<file path="src/sv/biu_div.sv">
`timescale 1ns / 1ps
// Iterative unsigned divider, two quotient bits per cycle.
// Standalone; the caller guarantees that the quotient fits in QUO_W bits.
module biu_div #(
    parameter int NUM_W = 35,
    parameter int DEN_W = 11,
    parameter int QUO_W = 24
) (
    input  logic             aclk,
    input  logic             aresetn,
    input  logic             start,
    input  logic [NUM_W-1:0] num,
    input  logic [DEN_W-1:0] den,
    output logic             busy,
    output logic [QUO_W-1:0] quo
);

    localparam int ITER  = (QUO_W + 1) / 2;
    localparam int QW2   = 2 * ITER;
    localparam int EXT_W = NUM_W + QW2;
    localparam int CNT_W = $clog2(ITER + 1);

    logic [EXT_W-1:0] ext;
    logic [DEN_W-1:0] rem_reg, rem_next, den_reg, s1;
    logic [QW2-1:0]   low_reg, quo_reg;
    logic [CNT_W-1:0] cnt_reg;
    logic             busy_reg;
    logic [DEN_W:0]   r1, r2, d1, d2;
    logic             ge1, ge2;

    // The bits above the quotient window are already below the divisor.
    assign ext = EXT_W'(num);

    always_comb begin
        r1 = {rem_reg, low_reg[QW2-1]};
        d1 = r1 - {1'b0, den_reg};
        ge1 = (r1 >= {1'b0, den_reg});
        s1 = ge1 ? d1[DEN_W-1:0] : r1[DEN_W-1:0];
        r2 = {s1, low_reg[QW2-2]};
        d2 = r2 - {1'b0, den_reg};
        ge2 = (r2 >= {1'b0, den_reg});
        rem_next = ge2 ? d2[DEN_W-1:0] : r2[DEN_W-1:0];
    end

    always_ff @(posedge aclk) begin
        if (!aresetn) begin
            busy_reg <= 1'b0;
            cnt_reg  <= '0;
        end else if (start) begin
            busy_reg <= 1'b1;
            cnt_reg  <= CNT_W'(ITER);
        end else if (busy_reg) begin
            cnt_reg <= cnt_reg - CNT_W'(1);
            if (cnt_reg == CNT_W'(1)) begin
                busy_reg <= 1'b0;
            end
        end
    end

    always_ff @(posedge aclk) begin
        if (start) begin
            den_reg <= den;
            rem_reg <= DEN_W'(ext[EXT_W-1:QW2]);
            low_reg <= ext[QW2-1:0];
            quo_reg <= '0;
        end else if (busy_reg) begin
            rem_reg <= rem_next;
            low_reg <= {low_reg[QW2-3:0], 2'b00};
            quo_reg <= {quo_reg[QW2-3:0], ge1, ge2};
        end
    end

    assign busy = busy_reg;
    assign quo  = quo_reg[QUO_W-1:0];

    a_rem_below_den: assert property (@(posedge aclk) disable iff (!aresetn)
        busy_reg |-> (rem_reg < den_reg))
        else $error("divider partial remainder not below divisor");

    a_start_busy: assert property (@(posedge aclk) disable iff (!aresetn)
        start |=> busy_reg)
        else $error("divider did not go busy after start");

    a_idle_count: assert property (@(posedge aclk) disable iff (!aresetn)
        !busy_reg |-> (cnt_reg == '0))
        else $error("divider count nonzero while idle");

endmodule

</file>
<file path="config.mk">
export PLATFORM = sky130hd
export DESIGN_NAME = biu_div
export DESIGN_NICKNAME = d
export VERILOG_FILES = /design/src/sv/biu_div.sv
export SDC_FILE = /design/constraint.sdc
export NUM_CORES = 1
export LEC_CHECK = 0
export BUFFER_PORTS_ARGS = -buffer_cell sky130_fd_sc_hd__buf_2
export CAP_MARGIN = 10
export CORE_MARGIN = 5
export CORE_UTILIZATION = 35
export CTS_CLUSTER_SIZE = 12
export DETAILED_ROUTE_END_ITERATION = 10
export PLACE_DENSITY_LB_ADDON = 0.3
export SLEW_MARGIN = 20
export SYNTH_ARGS = -nofsm -noshare
export SYNTH_HDL_FRONTEND = slang
export SYNTH_SLANG_ARGS = --single-unit
</file>
<file path="constraint.sdc">
create_clock -name aclk -period 9.9 [get_ports aclk]
set_input_delay 1.98 -clock aclk [delete_from_list [all_inputs] [get_ports aclk]]
set_output_delay 1.98 -clock aclk [all_outputs]
set_load 0.02 [all_outputs]
</file>
* Word-level counts from Yosys, hierarchy flattened
Index checks and enable logic that the tools add are counted.
Word-level totals: flip-flop bits (word level) 75, logic and storage cells 27
Operators by class: multiplexer cells 11, equal/unequal tests 1, order comparisons 2, reduce and logical (&&, ||, !) cells 2, add/sub/neg operators 3, bitwise gates (word level) 1
Operators with widths (count):
- 2-to-1 mux 24 bit | 2
- 2-to-1 mux 11 bit | 4
- >= comparator 12 x 11 -> 1 bit | 2
- subtractor 11 bit | 2
- 2-to-1 mux 4 bit | 2
- == test 4 x 1 -> 1 bit (second input constant) | 1
- subtractor 4 x 1 -> 4 bit (second input constant) | 1
- 2-to-1 mux 1 bit | 3
- nonzero test 2 bit | 1
- OR reduction 2 bit | 1
- NOT 1 bit | 1

* Depth between registers and ports, before layout
depth in word-level cells 6, depth in mapped cells 17, mapped depth without buffers 17

* Worst setup path after synthesis
No wires, ideal clock.
kind register -> register, start point register den_reg[0], end point register rem_reg[2], data pin, period minus slack after synthesis 4153 ps, arrival 3892 ps, path buffers 0, required time 9639 ps, setup time 261 ps, slack 5747 ps, stages on the path, launching flop included 16, cells stage by stage edfxtp_1 -> ha_1 -> fa_1 -> nand2b_1 -> a21o_1 -> a21o_2 -> a21oi_2 -> mux2_2 -> ha_1 -> nor2_1 -> a21oi_1 -> o21ai_0 -> a31oi_1 -> o21ai_0 -> a211oi_1 -> a311o_1
On the way: longest elaborated chain between the ends 6
Ends and longest elaborated chain:
- from (decl) | line 24 | logic [DEN_W-1:0] rem_reg, rem_next, den_reg, s1;
- from (signal assigned) | line 62 | den_reg <= den;
- subtractor 11 bit or >= comparator 12 x 11 -> 1 bit (tied branches) | line 36, 37
- 2-to-1 mux 11 bit | line 38 | s1 = ge1 ? d1[DEN_W-1:0] : r1[DEN_W-1:0];
- subtractor 11 bit or >= comparator 12 x 11 -> 1 bit (tied branches) | line 40, 41
- 2-to-1 mux 11 bit (*) | line 42 | rem_next = ge2 ? d2[DEN_W-1:0] : r2[DEN_W-1:0];
- 2-to-1 mux 11 bit (*) | line 66 | end else if (busy_reg) begin
- 2-to-1 mux 11 bit (*) | line 61 | if (start) begin
- to (signal assigned) | line 63 | rem_reg <= DEN_W'(ext[EXT_W-1:QW2]);
- to (signal assigned) | line 67 | rem_reg <= rem_next;
- to (decl) | line 24
Every way passes the cells marked *; elsewhere a longest branch is shown, timed or not. The select of a mux whose other input is x is not followed. A chain may end at the register's enable or synchronous reset.

* Final worst setup path
start point register den_reg[0], end point register rem_reg[7], data pin
The elaborated chain is that of the path after synthesis.

==> summary.txt <==
Clocking
  • Clk Tree Root Cell: clkbuf_16
  • # hold bufs at CTS: 0
  • # resized after CTS: 0
  • Clk sinks: 75
  • Clock Latency Late Sink: 0.34 ns
  • CTS max path bufs: 2
  • TritonCTS clock tree: built
  • Num CTS Buffers: 9
  • H-tree level count: 3
  • Setup Fix Bufs, Post-CTS: 0
  • CTS clk-pin slew, worst paths: 0.06 ns

STA
  • Clk_skew: between 0.006 and 0.007 ns
  • Min Tclk post-route: 4.71 ns
  • Final setup viols: 0
  • Total negative slack: 0 ns
  • F_max: 212 MHz
  • Tightest slew margin relative to the limit: 0.413
  • Unrepaired setup endpoints after global routing: no
  • Fin. max-slew vios: 0
  • Period utilization: 0.476
  • Actual slew at the worst max-slew pin: ~0.9 ns
  • Fin. Hold Viols: 0

Global route
  • Vias in the first global route: 3336
  • First-pass GRT wire length: about 16000 µm
  • Gr usage total: 0.139
  • Initial antenna violation count: 0
  • Gr ovfl total: 0
  • Largest net degree at the start of global routing: between 40 and 50

Yosys
  • Yosys warns: 0
  • Cell with the most instances after synthesis: edfxtp_1
  • Post-synthesis net count: 476
  • Ys async rst share: 0
  • #FFs+latches synth: 75
  • Synth Area per Inst: 10.6 µm²
  • Share of the synthesized area in the top cell type: 0.324
  • Synth Instances: around 400
  • Commonest register cell after synthesis: edfxtp_1
  • Yosys cell types: 52
  • Post-synth EDFFs: 46
  • Synth top area cells: edfxtp_1 32%, dfxtp_1 14%, mux2_2 7.7%
  • Cell Area, Synth: 4260 µm²
  • Synth cell count leaders: 46 x edfxtp_1, 40 x nor2_1, 29 x dfxtp_1, 29 x mux2_2
  • Register area share after synthesis: 0.460
  • Synth area leader: edfxtp_1

Floorplanning
  • FP Rows: 40
  • Core area: 12000 µm²
  • Initial Util: 0.356
  • Total I/O pin count: 74
  • Die width: 120 µm
  • Full die area: 14500 µm²
  • Die Ht: approximately 120 µm

Finish
  • Final instance area: slightly above 5000 µm²
  • Footprint of the multi-input gates: 2140 µm²
  • Fill count: 1179
  • Area growth syn-to-layout: 18.3%
  • Register Area: 1960 µm²
  • Final net count: between 500 and 600
  • # diodes: 0
  • Layout cell share with drive strength beyond 1: 0.277

Drt
  • DRC: 0
  • Number of routed nets with antenna violations: 0
  • Avg Vias per Cell: 5.24
  • Via count: 3264
  • Final wirelength: 9800 µm
  • Pre-antenna DRT Iters: 4
  • DR WL/cell: 15.7 µm
  • DRT iter0 DRCs: just under 200

Worst hold path
  • Hold Path Cell Cnt: 2
  • Hold crit path type: flop to flop

Worst setup path
  • WP data required: about 10 ns
  • Crit. End Element: flop
  • R2R depth: 15
  • Worst Setup Start Kind: flop
  • CP max FO: 8
  • Crit Path Category: flop to flop
  • WP data arrival: 4.80 ns

Placement
  • Hpwl dp: roughly 7400 µm
  • Cell Area, Placed: approximately 4800 µm²
  • Port-buffer cells: 73
  • GPL Wtd Cong: 0.865

Power
  • Max VDD drop: 0.140 mV
  • PwrDens: 347 nW/µm²
  • P_leak: 2.13 nW

Run
  • Max_cap viols: 0

Outcome
  • Status: finished clean
==> critical path, stage by stage (launching register included) <==
cell and delay (ns):
edfxtp_1 0.40, ha_1 0.25, fa_1 0.40, nand2b_1 0.18, a21o_1 0.20, a21o_2 0.22, a21oi_2 0.41, mux2_2 0.41
ha_1 0.34, nor2_1 0.15, a21oi_1 0.09, o21ai_0 0.19, a31oi_1 0.12, o21ai_0 0.55, nand2_2 0.20, o311a_1 0.34
==> logic make-up (layout without fill, tap and decap cells) <==
logic type      count (synthesis)  count (layout)  share of synthesized area
compound gates                 88              88                      0.146
simple gates                  101             101                      0.110
flops                          75              75                      0.460
buf+inv                        42             117                     0.0370
mux                            55              55                      0.138
fa+ha+maj                      26              26                     0.0799
xor+xnor                       14              14                     0.0288
==> power by group <==
group / switching (mW) / internal (mW)
Combinational: 0.600 / 0.416
Sequential: 0.0280 / 0.397
Clock: 0.136 / 0.174
Total: 0.764 / 0.987
==> routing by layer <==
layer,global-route usage,routed length (µm)
met1,0.184,4500
met2,0.215,4390
met3,0.0327,658
met4,0.0644,250
met5,0,0
==> cell type report <==
cell class | instances | area share
timing repair buffer | 74 | 0.0740
multi-input combinational | 284 | 0.425
tap | 147 | 0.0365
sequential | 75 | 0.389
inverter | 27 | 0.0201
clock inverter | 7 | 0.0107
clock buffer | 9 | 0.0447
==> path summary, 6_finish.rpt <==
path	start	end	slack (ns)
setup / recovery	den_reg[0]	rem_reg[7]	5.19
setup reg to reg	den_reg[0]	rem_reg[7]	5.19
hold / removal	cnt_reg[1]	cnt_reg[1]	0.50
hold reg to reg	cnt_reg[1]	cnt_reg[1]	0.50
==> stage by stage <==
step | util | cells | hold slack [ns] | setup slack [ns] | power, mW
after detailed placement | 0.398 | 607 | 0.499 | 5.22 | 1.43
after floorplan | - | 401 | 0.469 | 5.75 | 1.21
after global routing | 0.421 | 623 | 0.538 | 4.78 | 1.89
final | 0.421 | 623 | 0.497 | 5.19 | 1.75
after CTS | 0.421 | 623 | 0.507 | 5.21 | 1.75
after global placement | 0.398 | 607 | 0.477 | 5.29 | 1.42
==> layout by cell type, fill, tap and decap left out, drive strengths merged, types with 3 or more instances in the layout <==
master  instances
o211ai         12
mux2           29
dfxtp          29
o311ai          3
ha             24
mux2i          26
o21ai          15
buf            74
and2            5
a21o            5
xnor2           8
nand2b          4
a21boi          3
inv            34
nand4           5
o21a            3
edfxtp         46
clkbuf          9
a211oi          5
nor3            4
a21oi          28
nand2          27
nor2           41
nor2b           3
xor2            6
nor4            4
(Power assumes the default switching activity.)
